<file path="src/hdl/lie_pkg.sv">
// Package for the instruction executor: request and result item types,
// opcodes, decoded-instruction type and default sizes. No dependencies.
`timescale 1ns / 1ps
package lie_pkg;

	localparam int MemDepthDefault = 1024;
	localparam int DataWidthDefault = 32;
	localparam int RegCount = 8;
	localparam int RegIdxW = 3;

	localparam logic [RegIdxW-1:0] IMM_REG = 3'd1;
	localparam logic [RegIdxW-1:0] LINK_REG = 3'd7;

	localparam logic [4:0] OP_ADD = 5'd0;
	localparam logic [4:0] OP_SUB = 5'd1;
	localparam logic [4:0] OP_LSF = 5'd2;
	localparam logic [4:0] OP_RSF = 5'd3;
	localparam logic [4:0] OP_AND = 5'd4;
	localparam logic [4:0] OP_OR = 5'd5;
	localparam logic [4:0] OP_XOR = 5'd6;
	localparam logic [4:0] OP_LHI = 5'd7;
	localparam logic [4:0] OP_LD = 5'd8;
	localparam logic [4:0] OP_ST = 5'd9;
	localparam logic [4:0] OP_JLT = 5'd16;
	localparam logic [4:0] OP_JLE = 5'd17;
	localparam logic [4:0] OP_JEQ = 5'd18;
	localparam logic [4:0] OP_JNE = 5'd19;
	localparam logic [4:0] OP_JIN = 5'd20;
	localparam logic [4:0] OP_HLT = 5'd24;

	typedef struct packed {
		logic [4:0] req_type;
		logic [2:0] dest_index;
		logic [2:0] first_source;
		logic [2:0] second_source;
		logic signed [31:0] immediate;
	} lie_req_t;

	typedef struct packed {
		logic [9:0] next_pc;
		logic running;
		logic reg_written;
		logic [2:0] written_index;
		logic signed [31:0] written_value;
		logic mem_written;
	} lie_rsp_t;

	// Instruction as classified by the front end.
	typedef struct packed {
		logic [4:0] op;
		logic [2:0] rd;
		logic [2:0] ra;
		logic [2:0] rb;
		logic [31:0] imm;
		logic sel_imm;
		logic is_load;
	} lie_op_t;

endpackage

</file>
<file path="src/hdl/lie_front.sv">
// Front end: accepts request items, classifies them and holds them in a
// two-entry queue for the back end. Depends on lie_pkg.
`timescale 1ns / 1ps
module lie_front import lie_pkg::*; (
	input logic clk,
	input logic arst_n,
	input logic req_valid,
	output logic req_stall,
	input lie_req_t req,
	input logic hold,
	output logic head_valid,
	output lie_op_t head,
	input logic pop
);

	lie_op_t fifo_q [2];
	logic wr_ptr_q;
	logic rd_ptr_q;
	logic [1:0] count_q;
	logic push;
	lie_op_t dec;

	always_comb begin
		dec.op = req.req_type;
		dec.rd = req.dest_index;
		dec.ra = req.first_source;
		dec.rb = req.second_source;
		dec.imm = req.immediate;
		dec.sel_imm = (req.first_source == IMM_REG) || (req.second_source == IMM_REG);
		dec.is_load = (req.req_type == OP_LD);
	end

	assign req_stall = (count_q == 2'd2) || hold;
	assign push = req_valid && !req_stall;
	assign head_valid = (count_q != 2'd0);
	assign head = fifo_q[rd_ptr_q];

	always_ff @(posedge clk) begin
		if (push) begin
			fifo_q[wr_ptr_q] <= dec;
		end
	end

	always_ff @(posedge clk or negedge arst_n) begin
		if (!arst_n) begin
			wr_ptr_q <= 1'b0;
			rd_ptr_q <= 1'b0;
			count_q <= 2'd0;
		end else begin
			if (push) begin
				wr_ptr_q <= !wr_ptr_q;
			end
			if (pop) begin
				rd_ptr_q <= !rd_ptr_q;
			end
			count_q <= count_q + {1'b0, push} - {1'b0, pop};
		end
	end

endmodule

</file>
<file path="config.mk">
export PLATFORM = sky130hd
export DESIGN_NAME = lie_front
export DESIGN_NICKNAME = d
export VERILOG_FILES = /design/src/hdl/lie_pkg.sv /design/src/hdl/lie_front.sv
export SDC_FILE = /design/constraint.sdc
export NUM_CORES = 1
export LEC_CHECK = 0
export BUFFER_PORTS_ARGS = -buffer_cell sky130_fd_sc_hd__buf_2
export CAP_MARGIN = 10
export CORE_MARGIN = 2
export CORE_UTILIZATION = 29
export CTS_BUF_LIST = sky130_fd_sc_hd__clkbuf_8
export DETAILED_ROUTE_END_ITERATION = 8
export GPL_ROUTABILITY_DRIVEN = 1
export GPL_TIMING_DRIVEN = 0
export HOLD_SLACK_MARGIN = 0.08
export PLACE_DENSITY_LB_ADDON = 0.1
export SLEW_MARGIN = 20
export SYNTH_ARGS = -nofsm -noshare
export SYNTH_HDL_FRONTEND = slang
export SYNTH_SLANG_ARGS = --single-unit
</file>
<file path="constraint.sdc">
create_clock -name clk -period 3.25 [get_ports clk]
set_input_delay 0.65 -clock clk [delete_from_list [all_inputs] [get_ports clk]]
set_output_delay 0.65 -clock clk [all_outputs]
set_load 0.005 [all_outputs]
</file>
==> results.yml <==
finish:
  antennaDiodeCount: 0
  layout-drive-gt1-share_pct: 58.2
  fin_cells: 464
  fin_nets: 341
  area_growth_syn_to_layout_pct: 26.3
pwr:
  p_leak_nw: 1.76
  internal_power_w: 0.00243
  power_w: 0.00333
  clockPowerShare_pct: 19.4
  p_per_area_nw_per_um2: 704
  seqPwrFrac_pct: 49.9
  p_switching_w: 0.000896
  swShare_pct: 26.9
  ir_worst_vdd_mv: 0.383
  p_comb_share_pct: 30.7
setup_path:
  crit_family: "buffers and inverters"
  reg2reg_depth: 5
  critPathLaunchType: "flop"
  path_cells: "buf_6, buf_8, mux2_4, buf_2"
  cp_num_buf_inv: 3
  worstSetupPathType: "reg -> out"
  r2r_setup_slack_ns: 1.25
  max_stage_delay_ns: 0.42
  crit_arrival_ns: 1.59
  cp-end-kind: "primary output"
  r2r-start: "count_q[1]"
  required_ns: 2.60
  path_max_fanout: 10
  r2r-end: "fifo_q[0][5]"
  cp_slowest_cell: "dfrtp_1"
clock_network:
  cts_buffer_depth: 2
  clk_pin_slew_ns: 0.08
  cts_max_level: 3
  cts.sinks: 100
  root_buffer: "clkbuf_8"
  clk_latency_ns: 0.36
  cts_tree: "done"
  numCtsBuffers: 9
placement:
  place_inst: 448
  gp_congestion: 0.633
  dp_slack_ns: 0.911
  io_buffers: 100
  dpl.hpwl_mm: 4.72
flow_run:
  drv_cap: 0
timing:
  rsz0062_at_grt: "false"
  setup_ws_ns: 1.01
  hold_violations: 0
  fmax_mhz: 447
  report.final.slew_viol_count: 0
  min_period_ns: 2.24
  holdWs_ns: 0.469
  finalSetupViolCount: 0
  fin_skew_ns: 0.00418
  period_share_pct: 68.8
  relSlewSlack_pct: 70.4
  worstMarginPinSlew_ns: 0.442
  fin_tns_setup_ns: 0
floorplan:
  core-area_sq_um: 12600
  initial_core_util_pct: 29.6
  rows: 41
  die_w_microns: 118
  die_h_microns: 118
  io-pin-count: 101
  die_area_sq_um: 13800
detailed_routing:
  via_count: 1894
  drt_wl_total_mm: 6.86
  wl_per_cell_microns: 14.8
  firstDrtPassIters: 4
  drc: 0
  viasPerCell: 4.08
  postRouteAntennaNets: 0
  drt_iter0_drc: 92
global_route:
  grt_overflow: 0
  grt_max_degree: 20
  grt_pass1_wl_mm: 10.5
  grt_usage_pct: 10.4
  grt_pass1_vias: 1916
  antenna_found_initial: 0
synth:
  synth-seq-cells: 100
  synth_cells: 172
  yosys_warnings: 0
  syn_nets: 225
  seq_area_frac_synth_pct: 79.8
  ys_types: 17
  synth_area_sq_um: 3740
  netlist_top_cells_area: "edfxtp_1 77%, mux2_2 11%, mux2_4 4.0%"
  synth.top_cell.area_share_pct: 77.1
  avgSynthCellArea_sq_um: 21.7
  yosysTopAreaCell: "edfxtp_1"
hold_path:
  min_from: "req[38]"
  holdPathEnd: "fifo_q[1][40]"
  worst_hold_path_type: "in -> reg"
  whs_path_depth: 1
run_status:
  outcome: "finished, final reports clean"
## registers in the layout (all words and copies together), names as in the netlist
register / cells
rd_ptr_q: 1
count_q: 2
wr_ptr_q: 1
fifo_q: 96
## layout by cell type (no fill, tap or decap), types with 3 or more instances in the layout
master    netlist  routed
buf_2           0     100
edfxtp_1       96      96
mux2_2         38      38
mux2_4         10      10
clkbuf_8        0       9
clkinv_1        0       4
dfrtp_1         4       4
buf_4           3       3
nand2b_1        3       3
inv_1           2       3
xnor2_1         3       3
## cells in the mapped netlist
cell / number
nand2b_1: 3
nor2_1: 4
mux2_4: 10
or2_2: 1
buf_6: 1
nand3b_1: 1
inv_1: 2
nor4_1: 1
edfxtp_1: 96
ha_1: 2
a22o_1: 1
xor2_1: 1
buf_4: 3
buf_8: 1
dfrtp_1: 4
xnor2_1: 3
mux2_2: 38
## kinds of logic after synthesis
family / synth area share (%)
simple gates: 1.44
flops: 79.8
compound gates: 0.234
xor+xnor: 0.937
buf+inv: 1.51
mux: 15.5
fa+ha+maj: 0.669
## power by group through the flow
stage	Clock, W	Combinational [W]	Sequential (W)
after floorplan	0	0.000616	0.00168
after global placement	0	0.00100	0.00171
after detailed placement	0	0.00106	0.00169
after CTS	0.000683	0.00106	0.00166
after global routing	0.000731	0.00112	0.00168
final	0.000645	0.00102	0.00166
## worst max-delay path by stage
stage,from,to,cells past startpoint
after floorplan,hold,fifo_q[0][0],2
after global placement,hold,fifo_q[1][25],3
after detailed placement,hold,fifo_q[0][5],5
after CTS,rd_ptr_q,head[22],4
after global routing,rd_ptr_q,head[22],4
final,rd_ptr_q,head[22],4
## metal layers
| metal | GRT usage [%] | vias to the layer above | wire length [microns] |
|---|---|---|---|
| met2 | 16.1 | 70 | 3250 |
| met5 | 0 | - | 0 |
| met4 | 3.84 | 0 | 100 |
| met3 | 5.23 | 5 | 553 |
| li1 | - | 897 | - |
| met1 | 12.4 | 922 | 2950 |
## metrics by stage
stage          utilization [%]  area, sq um
6_report                  37.4         4720
3_5_place_dp              36.2         4570
3_3_place_gp              35.3         4460
4_1_cts                   37.4         4720
5_1_grt                   37.4         4720
2_1_floorplan                -         3740
## area by class of cell
cell class | instances | area, sq um
Buffer | 5 | 48.8
Clock buffer | 9 | 124
Clock inverter | 6 | 23.8
Fill cell | 1237 | 7900
Inverter | 2 | 7.51
Multi-Input combinational cell | 65 | 716
Sequential cell | 100 | 2980
Tap cell | 172 | 215
Timing Repair Buffer | 105 | 606
## what timing repair did
| action | CTS | global route |
|---|---|---|
| hold buffers | 1 | 0 |
| resized for setup | 0 | 0 |
| setup buffers | 0 | 0 |
| hold endpoints to repair | 4 | 0 |
Note: power is estimated with default switching activity, not from simulation.
